===== src/sv/frx_pkg.sv =====
// Shared types and constants of the frame stream receive parser.
// Depends on nothing; every module of the block imports it.
`default_nettype none

package frx_pkg;

  // Header layout and frame checks
  localparam logic [4:0]  HDR_BYTES     = 5'd20;
  localparam logic [31:0] FLAG_SHMDATA  = 32'h8000_0000;
  localparam logic [31:0] FLAG_SHMREL   = 32'h4000_0000;
  localparam logic [31:0] FLAG_SHMREV   = 32'hC000_0000;
  localparam logic [31:0] FLAG_SHMMASK  = 32'hFF00_0000;
  localparam logic [31:0] FLAG_SEEKMASK = 32'h0000_00FF;
  localparam logic [31:0] SEEK_MAX      = 32'd3;
  localparam logic [31:0] SHM_LEN       = 32'd16;
  localparam logic [31:0] CHAN_PACKET   = 32'hFFFF_FFFF;
  localparam logic [31:0] MAX_LEN_RESET = 32'd16777216;

  typedef enum logic [3:0] {
    EV_ABSORBED = 4'd0,
    EV_RELEASE  = 4'd1,
    EV_REVOKE   = 4'd2,
    EV_PACKET   = 4'd3,
    EV_MEMBLOCK = 4'd4,
    EV_PAYLOAD  = 4'd5,
    EV_SHM_REF  = 4'd6,
    EV_ERROR    = 4'd7,
    EV_DROPPED  = 4'd8
  } frx_event_t;

  typedef enum logic [2:0] {
    ERR_NONE         = 3'd0,
    ERR_SHM_DISABLED = 3'd1,
    ERR_BAD_SIZE     = 3'd2,
    ERR_PACKET_FLAGS = 3'd3,
    ERR_SEEK_RANGE   = 3'd4,
    ERR_SHM_LENGTH   = 3'd5,
    ERR_MEMBLK_FLAGS = 3'd6
  } frx_error_t;

  typedef enum logic [1:0] {
    KIND_PACKET   = 2'd0,
    KIND_MEMBLOCK = 2'd1,
    KIND_SHM      = 2'd2
  } frx_kind_t;

  // Configuration register indexes
  typedef enum logic {
    CFG_SHM_ENABLED = 1'b0,
    CFG_MAX_LEN     = 1'b1
  } frx_cfg_idx_t;

  // One result transaction
  typedef struct packed {
    frx_event_t  event_res;
    frx_error_t  error_code;
    logic [31:0] channel;
    logic [63:0] offset;
    logic [1:0]  seek_sel;
    logic [31:0] frame_length;
    logic [31:0] block_tag;
    logic [31:0] shm_id;
    logic [31:0] shm_index;
    logic [7:0]  payload_byte;
    logic        frame_end;
  } frx_result_t;

endpackage

`default_nettype wire


===== src/sv/frx_front.sv =====
// Front end: accepts received bytes, gathers the header, classifies frames
// and forms one result per byte. Depends on frx_pkg.
`default_nettype none

module frx_front (
  input  wire logic               clk,
  input  wire logic               rst_n,
  input  wire logic               take,
  input  wire logic [7:0]         data_byte,
  input  wire logic               shm_enabled,
  input  wire logic [31:0]        max_len,
  output frx_pkg::frx_result_t    res
);
  import frx_pkg::*;

  logic [4:0]  hdr_count_r, hdr_count_nxt;
  logic [31:0] hdr_r [5];
  logic [31:0] hdr_nxt [5];
  logic [31:0] pay_count_r, pay_count_nxt;
  frx_kind_t   kind_r, kind_nxt;
  logic [31:0] shm_r [4];
  logic [31:0] shm_nxt [4];
  logic        halted_r, halted_nxt;

  logic [2:0]  hw_idx;
  logic [1:0]  sw_idx;
  logic [31:0] flags;
  logic [31:0] pay_inc;
  logic        last;

  assign hw_idx  = hdr_count_r[4:2];
  assign sw_idx  = pay_count_r[3:2];
  assign flags   = {hdr_r[4][23:0], data_byte};
  assign pay_inc = pay_count_r + 32'd1;
  assign last    = pay_inc >= hdr_r[0];

  // Form the result and the next state for the byte at the input
  always_comb begin
    res           = '0;
    res.event_res = EV_ABSORBED;
    res.error_code = ERR_NONE;
    hdr_count_nxt = hdr_count_r;
    hdr_nxt       = hdr_r;
    pay_count_nxt = pay_count_r;
    kind_nxt      = kind_r;
    shm_nxt       = shm_r;
    halted_nxt    = halted_r;

    if (halted_r) begin
      res.event_res = EV_DROPPED;
    end else if (hdr_count_r < HDR_BYTES) begin
      hdr_nxt[hw_idx] = {hdr_r[hw_idx][23:0], data_byte};
      hdr_count_nxt   = hdr_count_r + 5'd1;
      if (hdr_count_r == HDR_BYTES - 5'd1) begin
        // Classify the complete header
        priority if (!shm_enabled && (flags & FLAG_SHMMASK) != 32'd0) begin
          halted_nxt     = 1'b1;
          res.event_res  = EV_ERROR;
          res.error_code = ERR_SHM_DISABLED;
        end else if (flags == FLAG_SHMREL || flags == FLAG_SHMREV) begin
          res.event_res    = (flags == FLAG_SHMREL) ? EV_RELEASE : EV_REVOKE;
          res.channel      = hdr_r[1];
          res.offset       = {hdr_r[2], hdr_r[3]};
          res.seek_sel     = flags[1:0];
          res.frame_length = hdr_r[0];
          res.block_tag    = hdr_r[2];
          res.frame_end    = 1'b1;
          hdr_count_nxt    = '0;
        end else if (hdr_r[0] == 32'd0 || hdr_r[0] > max_len) begin
          halted_nxt     = 1'b1;
          res.event_res  = EV_ERROR;
          res.error_code = ERR_BAD_SIZE;
        end else if (hdr_r[1] == CHAN_PACKET) begin
          pay_count_nxt = '0;
          if (flags != 32'd0) begin
            halted_nxt     = 1'b1;
            res.event_res  = EV_ERROR;
            res.error_code = ERR_PACKET_FLAGS;
          end else begin
            kind_nxt         = KIND_PACKET;
            res.event_res    = EV_PACKET;
            res.channel      = hdr_r[1];
            res.offset       = {hdr_r[2], hdr_r[3]};
            res.seek_sel     = flags[1:0];
            res.frame_length = hdr_r[0];
          end
        end else if ((flags & FLAG_SEEKMASK) > SEEK_MAX) begin
          pay_count_nxt  = '0;
          halted_nxt     = 1'b1;
          res.event_res  = EV_ERROR;
          res.error_code = ERR_SEEK_RANGE;
        end else if ((flags & FLAG_SHMMASK) == FLAG_SHMDATA) begin
          pay_count_nxt = '0;
          if (hdr_r[0] != SHM_LEN) begin
            halted_nxt     = 1'b1;
            res.event_res  = EV_ERROR;
            res.error_code = ERR_SHM_LENGTH;
          end else begin
            kind_nxt = KIND_SHM;
          end
        end else if ((flags & FLAG_SHMMASK) != 32'd0) begin
          pay_count_nxt  = '0;
          halted_nxt     = 1'b1;
          res.event_res  = EV_ERROR;
          res.error_code = ERR_MEMBLK_FLAGS;
        end else begin
          pay_count_nxt    = '0;
          kind_nxt         = KIND_MEMBLOCK;
          res.event_res    = EV_MEMBLOCK;
          res.channel      = hdr_r[1];
          res.offset       = {hdr_r[2], hdr_r[3]};
          res.seek_sel     = flags[1:0];
          res.frame_length = hdr_r[0];
        end
      end
    end else begin
      pay_count_nxt = pay_inc;
      if (kind_r == KIND_SHM) begin
        // Gather the reference words; report on the last byte
        shm_nxt[sw_idx] = {shm_r[sw_idx][23:0], data_byte};
        if (last) begin
          res.event_res    = EV_SHM_REF;
          res.channel      = hdr_r[1];
          res.offset       = {hdr_r[2], hdr_r[3]};
          res.seek_sel     = hdr_r[4][1:0];
          res.frame_length = shm_nxt[3];
          res.block_tag    = shm_nxt[0];
          res.shm_id       = shm_nxt[1];
          res.shm_index    = shm_nxt[2];
          res.frame_end    = 1'b1;
          hdr_count_nxt    = '0;
        end
      end else begin
        // Pass the payload byte through
        res.event_res    = EV_PAYLOAD;
        res.channel      = hdr_r[1];
        res.offset       = {hdr_r[2], hdr_r[3]};
        res.seek_sel     = hdr_r[4][1:0];
        res.frame_length = hdr_r[0];
        res.payload_byte = data_byte;
        res.frame_end    = last;
        if (kind_r == KIND_MEMBLOCK) begin
          hdr_nxt[2] = '0;
          hdr_nxt[3] = '0;
          hdr_nxt[4] = '0;
        end
        if (last) begin
          hdr_count_nxt = '0;
        end
      end
    end
  end

  // Control state
  always_ff @(posedge clk) begin
    if (!rst_n) begin
      hdr_count_r <= '0;
      pay_count_r <= '0;
      kind_r      <= KIND_PACKET;
      halted_r    <= 1'b0;
    end else if (take) begin
      hdr_count_r <= hdr_count_nxt;
      pay_count_r <= pay_count_nxt;
      kind_r      <= kind_nxt;
      halted_r    <= halted_nxt;
    end
  end

  // Header and reference words are always written before they are read
  always_ff @(posedge clk) begin
    if (take) begin
      hdr_r <= hdr_nxt;
      shm_r <= shm_nxt;
    end
  end

endmodule

`default_nettype wire


===== src/sv/frx_queue.sv =====
// Two-entry result queue between the front end and the output stage.
// Depends on frx_pkg.
`default_nettype none

module frx_queue (
  input  wire logic               clk,
  input  wire logic               rst_n,
  input  wire logic               push,
  input  wire frx_pkg::frx_result_t push_data,
  output logic                    not_full,
  input  wire logic               pop,
  output logic                    not_empty,
  output frx_pkg::frx_result_t    head
);
  import frx_pkg::*;

  localparam int Depth = 2;
  localparam int PtrW  = $clog2(Depth);
  localparam int CntW  = $clog2(Depth + 1);

  frx_result_t     mem_r [Depth];
  logic [PtrW-1:0] wr_ptr_r, rd_ptr_r;
  logic [CntW-1:0] count_r;

  assign not_full  = count_r != CntW'(Depth);
  assign not_empty = count_r != '0;
  assign head      = mem_r[rd_ptr_r];

  // Advance pointers and occupancy
  always_ff @(posedge clk) begin
    if (!rst_n) begin
      wr_ptr_r <= '0;
      rd_ptr_r <= '0;
      count_r  <= '0;
    end else begin
      if (push) wr_ptr_r <= wr_ptr_r + 1'b1;
      if (pop)  rd_ptr_r <= rd_ptr_r + 1'b1;
      priority if (push && !pop) count_r <= count_r + 1'b1;
      else if (pop && !push)     count_r <= count_r - 1'b1;
      else                       count_r <= count_r;
    end
  end

  // Store transactions
  always_ff @(posedge clk) begin
    if (push) mem_r[wr_ptr_r] <= push_data;
  end

endmodule

`default_nettype wire


===== src/sv/frx_back.sv =====
// Output stage: takes results from the queue and holds them on the result
// channel until the consumer accepts. Depends on frx_pkg.
`default_nettype none

module frx_back (
  input  wire logic               clk,
  input  wire logic               rst_n,
  input  wire logic               q_valid,
  input  wire frx_pkg::frx_result_t q_head,
  output logic                    q_pop,
  output logic                    out_valid,
  input  wire logic               out_ready,
  output frx_pkg::frx_result_t    out_res
);
  import frx_pkg::*;

  logic        valid_r;
  frx_result_t data_r;

  // Load when the register is free or being drained this cycle
  assign q_pop     = q_valid && (!valid_r || out_ready);
  assign out_valid = valid_r;
  assign out_res   = data_r;

  always_ff @(posedge clk) begin
    if (!rst_n) begin
      valid_r <= 1'b0;
    end else if (!valid_r || out_ready) begin
      valid_r <= q_valid;
    end
  end

  always_ff @(posedge clk) begin
    if (q_pop) data_r <= q_head;
  end

endmodule

`default_nettype wire


===== src/sv/frame_stream_receive_parser.sv =====
// Top level of the frame stream receive parser: configuration registers,
// front end, result queue and output stage. Depends on frx_pkg and submodules.
//
// Takes one received byte per clock and returns exactly one result per byte,
// in order. A byte's result is written into the queue as the byte is accepted
// and then loaded into the output register, which holds it on the out_ channel
// until taken. The front end decides each byte's result in the cycle it is
// accepted, so the sustained rate is one byte per cycle; the input stalls only
// when results back up: with out_ready held low, the output register and the
// two-entry queue hold three results before in_ready drops. Each frame starts
// with a 20-byte big-endian header (length, channel, offset high, offset low,
// flags); after the last header byte the frame is classified and checked,
// payload bytes are passed through with frame_end on the last, and the 16 bytes
// of a shared-memory reference come out as one result. Any error halts the
// parser, which then reports every byte as dropped until reset. Configuration
// is to be written only while no transaction is in flight; the block does not
// enforce this, the user must. No clearing pass is needed after reset.
`default_nettype none

module frame_stream_receive_parser (
  input  wire logic               clk,
  input  wire logic               rst_n,
  // Configuration write channel
  input  wire logic               cfg_valid,
  output logic                    cfg_ready,
  input  wire logic               cfg_index,
  input  wire logic [31:0]        cfg_data,
  // Received bytes
  input  wire logic               in_valid,
  output logic                    in_ready,
  input  wire logic [7:0]         in_data_byte,
  // Results
  output logic                    out_valid,
  input  wire logic               out_ready,
  output logic [3:0]              out_event_res,
  output logic [2:0]              out_error_code,
  output logic [31:0]             out_channel,
  output logic signed [63:0]      out_offset,
  output logic [1:0]              out_seek_sel,
  output logic [31:0]             out_frame_length,
  output logic [31:0]             out_block_tag,
  output logic [31:0]             out_shm_id,
  output logic [31:0]             out_shm_index,
  output logic [7:0]              out_payload_byte,
  output logic                    out_frame_end
);
  import frx_pkg::*;

  logic        shm_enabled_r;
  logic [31:0] max_len_r;
  logic        take;
  frx_result_t front_res;
  logic        q_not_full, q_not_empty, q_pop;
  frx_result_t q_head;
  frx_result_t out_res;

  // Configuration registers
  assign cfg_ready = 1'b1;

  always_ff @(posedge clk) begin
    if (!rst_n) begin
      shm_enabled_r <= 1'b0;
      max_len_r     <= MAX_LEN_RESET;
    end else if (cfg_valid && cfg_ready) begin
      unique case (frx_cfg_idx_t'(cfg_index))
        CFG_SHM_ENABLED: shm_enabled_r <= cfg_data[0];
        CFG_MAX_LEN:     max_len_r     <= cfg_data;
      endcase
    end
  end

  assign in_ready = q_not_full;
  assign take     = in_valid && in_ready;

  frx_front u_front (
    .clk         (clk),
    .rst_n       (rst_n),
    .take        (take),
    .data_byte   (in_data_byte),
    .shm_enabled (shm_enabled_r),
    .max_len     (max_len_r),
    .res         (front_res)
  );

  frx_queue u_queue (
    .clk       (clk),
    .rst_n     (rst_n),
    .push      (take),
    .push_data (front_res),
    .not_full  (q_not_full),
    .pop       (q_pop),
    .not_empty (q_not_empty),
    .head      (q_head)
  );

  frx_back u_back (
    .clk       (clk),
    .rst_n     (rst_n),
    .q_valid   (q_not_empty),
    .q_head    (q_head),
    .q_pop     (q_pop),
    .out_valid (out_valid),
    .out_ready (out_ready),
    .out_res   (out_res)
  );

  // Unpack the result transaction onto the ports
  assign out_event_res    = out_res.event_res;
  assign out_error_code   = out_res.error_code;
  assign out_channel      = out_res.channel;
  assign out_offset       = $signed(out_res.offset);
  assign out_seek_sel     = out_res.seek_sel;
  assign out_frame_length = out_res.frame_length;
  assign out_block_tag    = out_res.block_tag;
  assign out_shm_id       = out_res.shm_id;
  assign out_shm_index    = out_res.shm_index;
  assign out_payload_byte = out_res.payload_byte;
  assign out_frame_end    = out_res.frame_end;

  // An error result always names its cause, and only errors carry one
  a_err_code: assert property (@(posedge clk) disable iff (!rst_n)
    out_valid |-> ((out_event_res == EV_ERROR) == (out_error_code != ERR_NONE)))
    else $error("error code does not match event");

  // Frame end only on events that close a frame
  a_frame_end: assert property (@(posedge clk) disable iff (!rst_n)
    (out_valid && out_frame_end) |->
      (out_event_res == EV_RELEASE || out_event_res == EV_REVOKE ||
       out_event_res == EV_PAYLOAD || out_event_res == EV_SHM_REF))
    else $error("frame end on a non-closing event");

  // A payload byte is reported only with a payload event
  a_payload: assert property (@(posedge clk) disable iff (!rst_n)
    (out_valid && out_event_res != EV_PAYLOAD) |-> (out_payload_byte == 8'd0))
    else $error("payload byte outside a payload event");

  // Input is throttled only while results back up
  a_backpress: assert property (@(posedge clk) disable iff (!rst_n)
    !in_ready |-> (out_valid && q_not_empty))
    else $error("input stalled with room downstream");

endmodule

`default_nettype wire

===== config.mk =====
export PLATFORM = sky130hd
export DESIGN_NAME = frame_stream_receive_parser
export DESIGN_NICKNAME = d
export VERILOG_FILES = /design/src/sv/frx_pkg.sv /design/src/sv/frx_front.sv /design/src/sv/frx_queue.sv /design/src/sv/frx_back.sv /design/src/sv/frame_stream_receive_parser.sv
export SDC_FILE = /design/constraint.sdc
export NUM_CORES = 2
export LEC_CHECK = 0
export BUFFER_PORTS_ARGS = -buffer_cell sky130_fd_sc_hd__buf_2
export CAP_MARGIN = 15
export CORE_MARGIN = 5
export CORE_UTILIZATION = 55
export CTS_BUF_LIST = sky130_fd_sc_hd__clkbuf_8 sky130_fd_sc_hd__clkbuf_16
export DETAILED_ROUTE_END_ITERATION = 10
export PLACE_DENSITY = 0.72
export SYNTH_ARGS = -nofsm -noshare
export SYNTH_HDL_FRONTEND = slang
export SYNTH_SLANG_ARGS = --single-unit

===== constraint.sdc =====
create_clock -name clk -period 46.1 [get_ports clk]
set_clock_uncertainty 0.2 [all_clocks]
set_input_delay 9.22 -clock clk [delete_from_list [all_inputs] [get_ports clk]]
set_output_delay 9.22 -clock clk [all_outputs]
set_load 0.01 [all_outputs]

; ---- Yosys cells after proc, flatten, opt, wreduce, memory -nomap -nowiden
; Memories as Yosys holds them, arrays and structs flattened. A register that Yosys moved wholly into a read port is not among the register bits.
; Cells that the tools add are included.
[word_totals]
output_inout_bits = 245
mem_bits_rw = 484
in_bits = 46
wordCells = 176
reg_bits = 366
n_memories = 1
[classes]
bitwise = 8
magnitude_cmp = 8
addsub = 6
eq_ne = 18
mux = 87
n_reduce_logical = 29
[mem_list]
columns = memory, depth, word_bits, read_ports, rd_clocked_by_memory_dff, write_ports, line
row1 = u_queue.mem_r, 2, 242, 1, 1, 1, frx_queue.sv:21  ; frx_result_t mem_r [Depth];
[ops]
columns = cell, count
row1 = two-way mux 130 bit, 7
row2 = two-way mux 96 bit, 4
row3 = two-way mux 162 bit, 2
row4 = two-way mux 32 bit, 8
row5 = two-way mux 238 bit, 1
row6 = two-way mux 226 bit, 1
row7 = two-way mux 169 bit, 1
row8 = bitwise mux 160 bit, 1
row9 = two-way mux 137 bit, 1
row10 = bitwise mux 128 bit, 1
row11 = binary-select mux 32 bit (select 3 bit), 1
row12 = demux 32 bit (select 3 bit), 1
row13 = two-way mux 24 bit, 4
row14 = two-way mux 72 bit, 1
row15 = binary-select mux 32 bit (select 2 bit), 1
row16 = demux 32 bit (select 2 bit), 1
row17 = "== test 32 bit, second input constant", 2
row18 = nonzero test 32 bit, 2
row19 = "adder 32 x 1 -> 32 bit, second input constant", 1
row20 = "== test 32 x 31 -> 1 bit, second input constant", 1
row21 = >= comparator 32 bit, 1
row22 = > comparator 32 bit, 1
row23 = logical NOT 32 bit, 1
row24 = "!= test 32 x 5 -> 1 bit, second input constant", 1
row25 = other kinds (38), 110

; ---- Depth between registers and ports, before layout
[depth]
word_depth = 11
mapped_depth = 18
mapped_depth_nobuf = 15

; ---- Hierarchy
; Synthesis repeated with hierarchy kept, for this count alone.
[unflattened]
hier_cells = 3060
hier_area_um2 = 45737.6
[by_module_without_submodules]
columns = mod, instances, cells_each, area_per_inst_um2
row1 = frx_front, 1, 1887, 18721.7
row2 = frx_queue, 1, 775, 18420.2
row3 = frx_back, 1, 246, 7314.5
row4 = frame_stream_receive_parser, 1, 152, 1281.2

; ---- Worst setup path after synthesis
; No wires, ideal clock.
[synth_timing]
path_type = input to register
from = input port out_ready
to = register u_queue.count_r[1]
setup_slack_ns = 24.995
cell_stages = 6
setup_time_ns = 0.076
arrival_ns = 20.830
cell_sequence = nor2b_1 > nor2_1 > inv_1 > ha_1 > or3_1 > a21boi_0
[synth_via]
elab_chain_len = 5
word_cells_on_any_way = 7
[synth_rtl]
columns = item, line
row1 = from (decl), frame_stream_receive_parser.sv:34  ; input wire logic out_ready,
row2 = logical OR 1 bit *, frx_back.sv:21  ; assign q_pop = q_valid && (!valid_r || out_ready);
row3 = logical AND 1 bit *, frx_back.sv:21
row4 = net q_pop, frame_stream_receive_parser.sv:53  ; logic q_not_full, q_not_empty, q_pop;
row5 = logical NOT 1 bit, frx_queue.sv:38  ; priority if (push && !pop) count_r <= count_r + 1'b1;
row6 = logical AND 1 bit, frx_queue.sv:38
row7 = two-way mux 2 bit or nonzero test 2 bit (tied branches), n/a
row8 = to (signal assigned), frx_queue.sv:38
row9 = to (signal assigned), frx_queue.sv:39  ; else if (pop && !push) count_r <= count_r - 1'b1;
row10 = to (signal assigned), frx_queue.sv:40  ; else count_r <= count_r;
row11 = to (decl), frx_queue.sv:23  ; logic [CntW-1:0] count_r;
; Mark *: on every way through the listed nets, which the timed path passes. The rest lies on a longest branch.
; A chain may end at the register's enable or synchronous reset.

; ---- Worst setup path after layout
[layout_timing]
from = input port in_valid
to = memory u_queue.mem_r[0][160] (netlist bit) (enable)
[layout_via]
elab_chain_len = 3
[layout_rtl]
columns = item, line
row1 = from (decl), frame_stream_receive_parser.sv:29  ; input wire logic in_valid,
row2 = logical AND 1 bit, frame_stream_receive_parser.sv:73  ; assign take = in_valid && in_ready;
row3 = two-way mux 1 bit, frx_queue.sv:46  ; if (push) mem_r[wr_ptr_r] <= push_data;
row4 = two-way mux 1 bit (implied by the code), frx_queue.sv:46
row5 = to (decl), frx_queue.sv:21
; Every way passes these cells.

==> flow_summary.json <==
{
  "wl_per_cell_um": 24.7,
  "finalCritPeriodShare_pct": 28.5,
  "gp_congestion": 0.875,
  "root_buffer": "clkbuf_16",
  "synth_top_family_by_area": "multiplexers",
  "synth-seq-cells": 1084,
  "grt_max_degree": 86,
  "power-per-cell-area_nw_per_um2": 53.8,
  "post-place-ws_ns": 32.14,
  "synth_edf_count": 1006,
  "initial_core_util_pct": 55.7,
  "ir_worst_vdd_uv": 31.5,
  "h-tree-depth": 3,
  "clk_latency_ns": 0.68,
  "dp_hpwl_um": 72500,
  "p_int_mw": 2.01,
  "crit_required_ns": 46.20,
  "cts_resized": 0,
  "synthMuxAreaShare_pct": 9.95,
  "core_um2": 82400,
  "outcome": "finished, final reports clean",
  "worst_pin_slew_ns": 1.18,
  "clkPwrFrac_pct": 30.7,
  "yosysSeqAreaShare_pct": 69.3,
  "hold_buffers": 0,
  "drt-pass1-iter-count": 6,
  "die_h_um": 299,
  "rsz0062_at_grt": "no",
  "cts.clk_slew.worst_paths_ns": 0.06,
  "setup_ws_ns": 32.94,
  "antenna_left": 0,
  "placed_cells": 4299,
  "synth_area_leaders": "edfxtp_1 (66%), mux2_2 (9.1%), dfxtp_1 (3.4%)",
  "fillers": 5913,
  "synth_nets": 3206,
  "period_needed_ns": 13.16,
  "setup_viol": 0,
  "share_comb_of_total_power_pct": 17.2,
  "path_class": "in2reg",
  "drv_slew": 0,
  "cts_tree": "built",
  "grt_pass1_vias": 27200,
  "synth_top_area_cell": "edfxtp_1",
  "drc_errors": 0,
  "synthSimpleGateAreaFrac_pct": 8.52,
  "synth.distinct_cells": 71,
  "synth.top_cell.area_share_pct": 65.9,
  "grt_usage_pct": 24.2,
  "post_cts_buffers": 0,
  "ios": 291,
  "synth.avg_cell_area_um2": 14.8,
  "swShare_pct": 27.8,
  "power_frac_seq_pct": 52.1,
  "portBuffers": 289,
  "dr_total_vias": 27400,
  "crit_arrival_ns": 13.25,
  "yosysMostFrequentCell": "edfxtp_1",
  "syn-cell-area_um2": 45800,
  "async_reset_ff_share_pct": 0,
  "synth_compound_area_share_pct": 7.32,
  "finish.utilization_pct": 62.9,
  "path_max_fanout": 85,
  "fmax_mhz": 76.0,
  "synthToLayoutAreaGrowth_pct": 13.0,
  "routed_via_density": 6.08,
  "cts.sinks": 1084,
  "die_area_um2": 89200,
  "p_sw_mw": 0.774,
  "max-slew-margin-rel_pct": 21.2,
  "yosysWarnings": 0,
  "synth_common_cells": "edfxtp_1 (1006), mux2_2 (370), nand2_1 (274)",
  "drive_gt1_share_pct": 27.7,
  "min_path_type": "reg2reg",
  "die_width_um": 299,
  "stdcell_count": 4505,
  "nNetsFinal": 3453,
  "crit_path_start": "in_valid",
  "grt_pass1_wl_um": 167000,
  "wl_um": 111000,
  "end_kind": "flip-flop",
  "synthXorXnorAreaFrac_pct": 0.650,
  "multi_input_area_um2": 13100,
  "cap_violations": 0,
  "antenna_found_initial": 4,
  "grt_overflow": 0,
  "first_iter_violations": 3011,
  "report.final.hold_viol_count": 0,
  "rows": 105,
  "synth_fa_ha_area_share_pct": 1.83,
  "start_kind": "input port",
  "final.setup.tns_ns": 0,
  "seqCellArea_um2": 31800,
  "synth-main-ff-cell": "edfxtp_1",
  "synth_cells": 3093,
  "p_leak_nw": 18.2,
  "cts_max_path_buffers": 3,
  "cts-buffers-inserted": 107,
  "rr_startpoint": "u_front.pay_count_r[2]",
  "hp-start": "max_len_r[15]"
}
==> routing by layer <==
layer	track usage, %	vias to the layer above	share of wire [%]	routed length, µm
met1	34.0	13600	41	45200
met2	38.8	1256	48	52900
met3	4.99	235	8.6	9570
met5	0	-	0.0063	7
li1	-	12300	-	-
met4	7.56	2	3.2	3530
==> stage by stage <==
step           power, mW  hold slack [ns]  area, µm²
3_3_place_gp        1.94            0.264      48300
6_report            2.79            0.269      51800
4_1_cts             2.81            0.274      51800
5_1_grt             2.90            0.292      51800
2_1_floorplan       1.77            0.243      45800
3_5_place_dp        1.96            0.267      48300
==> placed cells by master (no fill, tap or decap), types with 33 or more instances in the layout <==
cell,instances
buf_2,290
nand4_1,35
dfxtp_1,74
nand2_1,274
mux2_2,370
nor3b_2,40
a22oi_1,42
nor2_1,71
a21oi_1,158
edfxtp_1,1006
a21boi_0,33
o21ai_0,66
ha_1,67
o211ai_1,69
inv_1,102
buf_4,45
clkbuf_16,107
a22o_1,46
nor3b_1,56
nor2b_1,72
nand3_1,60
==> power by group through the flow <==
stage / logic (mW) / clock network, mW / registers, mW
after floorplan: 0.225 / 0 / 1.54
after global placement: 0.476 / 0 / 1.46
after detailed placement: 0.487 / 0 / 1.47
after CTS: 0.491 / 0.866 / 1.45
after global routing: 0.517 / 0.912 / 1.47
final: 0.480 / 0.854 / 1.45
==> cells by family after synthesis <==
logic type / count (synthesis)
flops: 1084
simple gates: 718
fa+ha+maj: 67
buf+inv: 281
other cells: 1
compound gates: 510
mux: 398
xor+xnor: 34
==> state kept, by name, indices dropped and copies added, names as in the netlist <==
signal and count:
u_queue.mem_r 484, u_back.out_res 242, u_front.hdr_r 128, u_front.shm_r 128, max_len_r 32, u_front.pay_count_r 32
u_front.flags 24, u_front.hdr_count_r 5, u_front.kind_r 2, u_queue.count_r 2, shm_enabled_r 1, u_back.out_valid 1
u_front.halted_r 1, u_queue.rd_ptr_r 1, u_queue.wr_ptr_r 1
==> final timing paths <==
kind | slack [ns] | to | cells past startpoint
max | 32.94 | u_queue.mem_r[0][160] | 6
min | 0.27 | max_len_r[15] | 2
max reg2reg | 39.40 | u_queue.mem_r[0][156] | 16
min reg2reg | 0.27 | max_len_r[15] | 2
==> area by class of cell <==
class | count | share of cell area [%]
multi-input cells | 1728 | 25.2
clock inverters | 94 | 1.54
well taps | 1070 | 2.58
flip-flops and latches | 1084 | 61.3
clock buffers | 107 | 5.17
diodes | 3 | 0.0145
repair buffers | 336 | 3.51
inverters | 83 | 0.601
==> worst max-delay path: stages <==
cell,delay (ns)
buf_2,0.15
nand2_1,0.22
nor2_4,0.86
buf_4,1.00
buf_4,0.83
buf_4,0.83
Note: power is estimated with default switching activity, not from simulation.
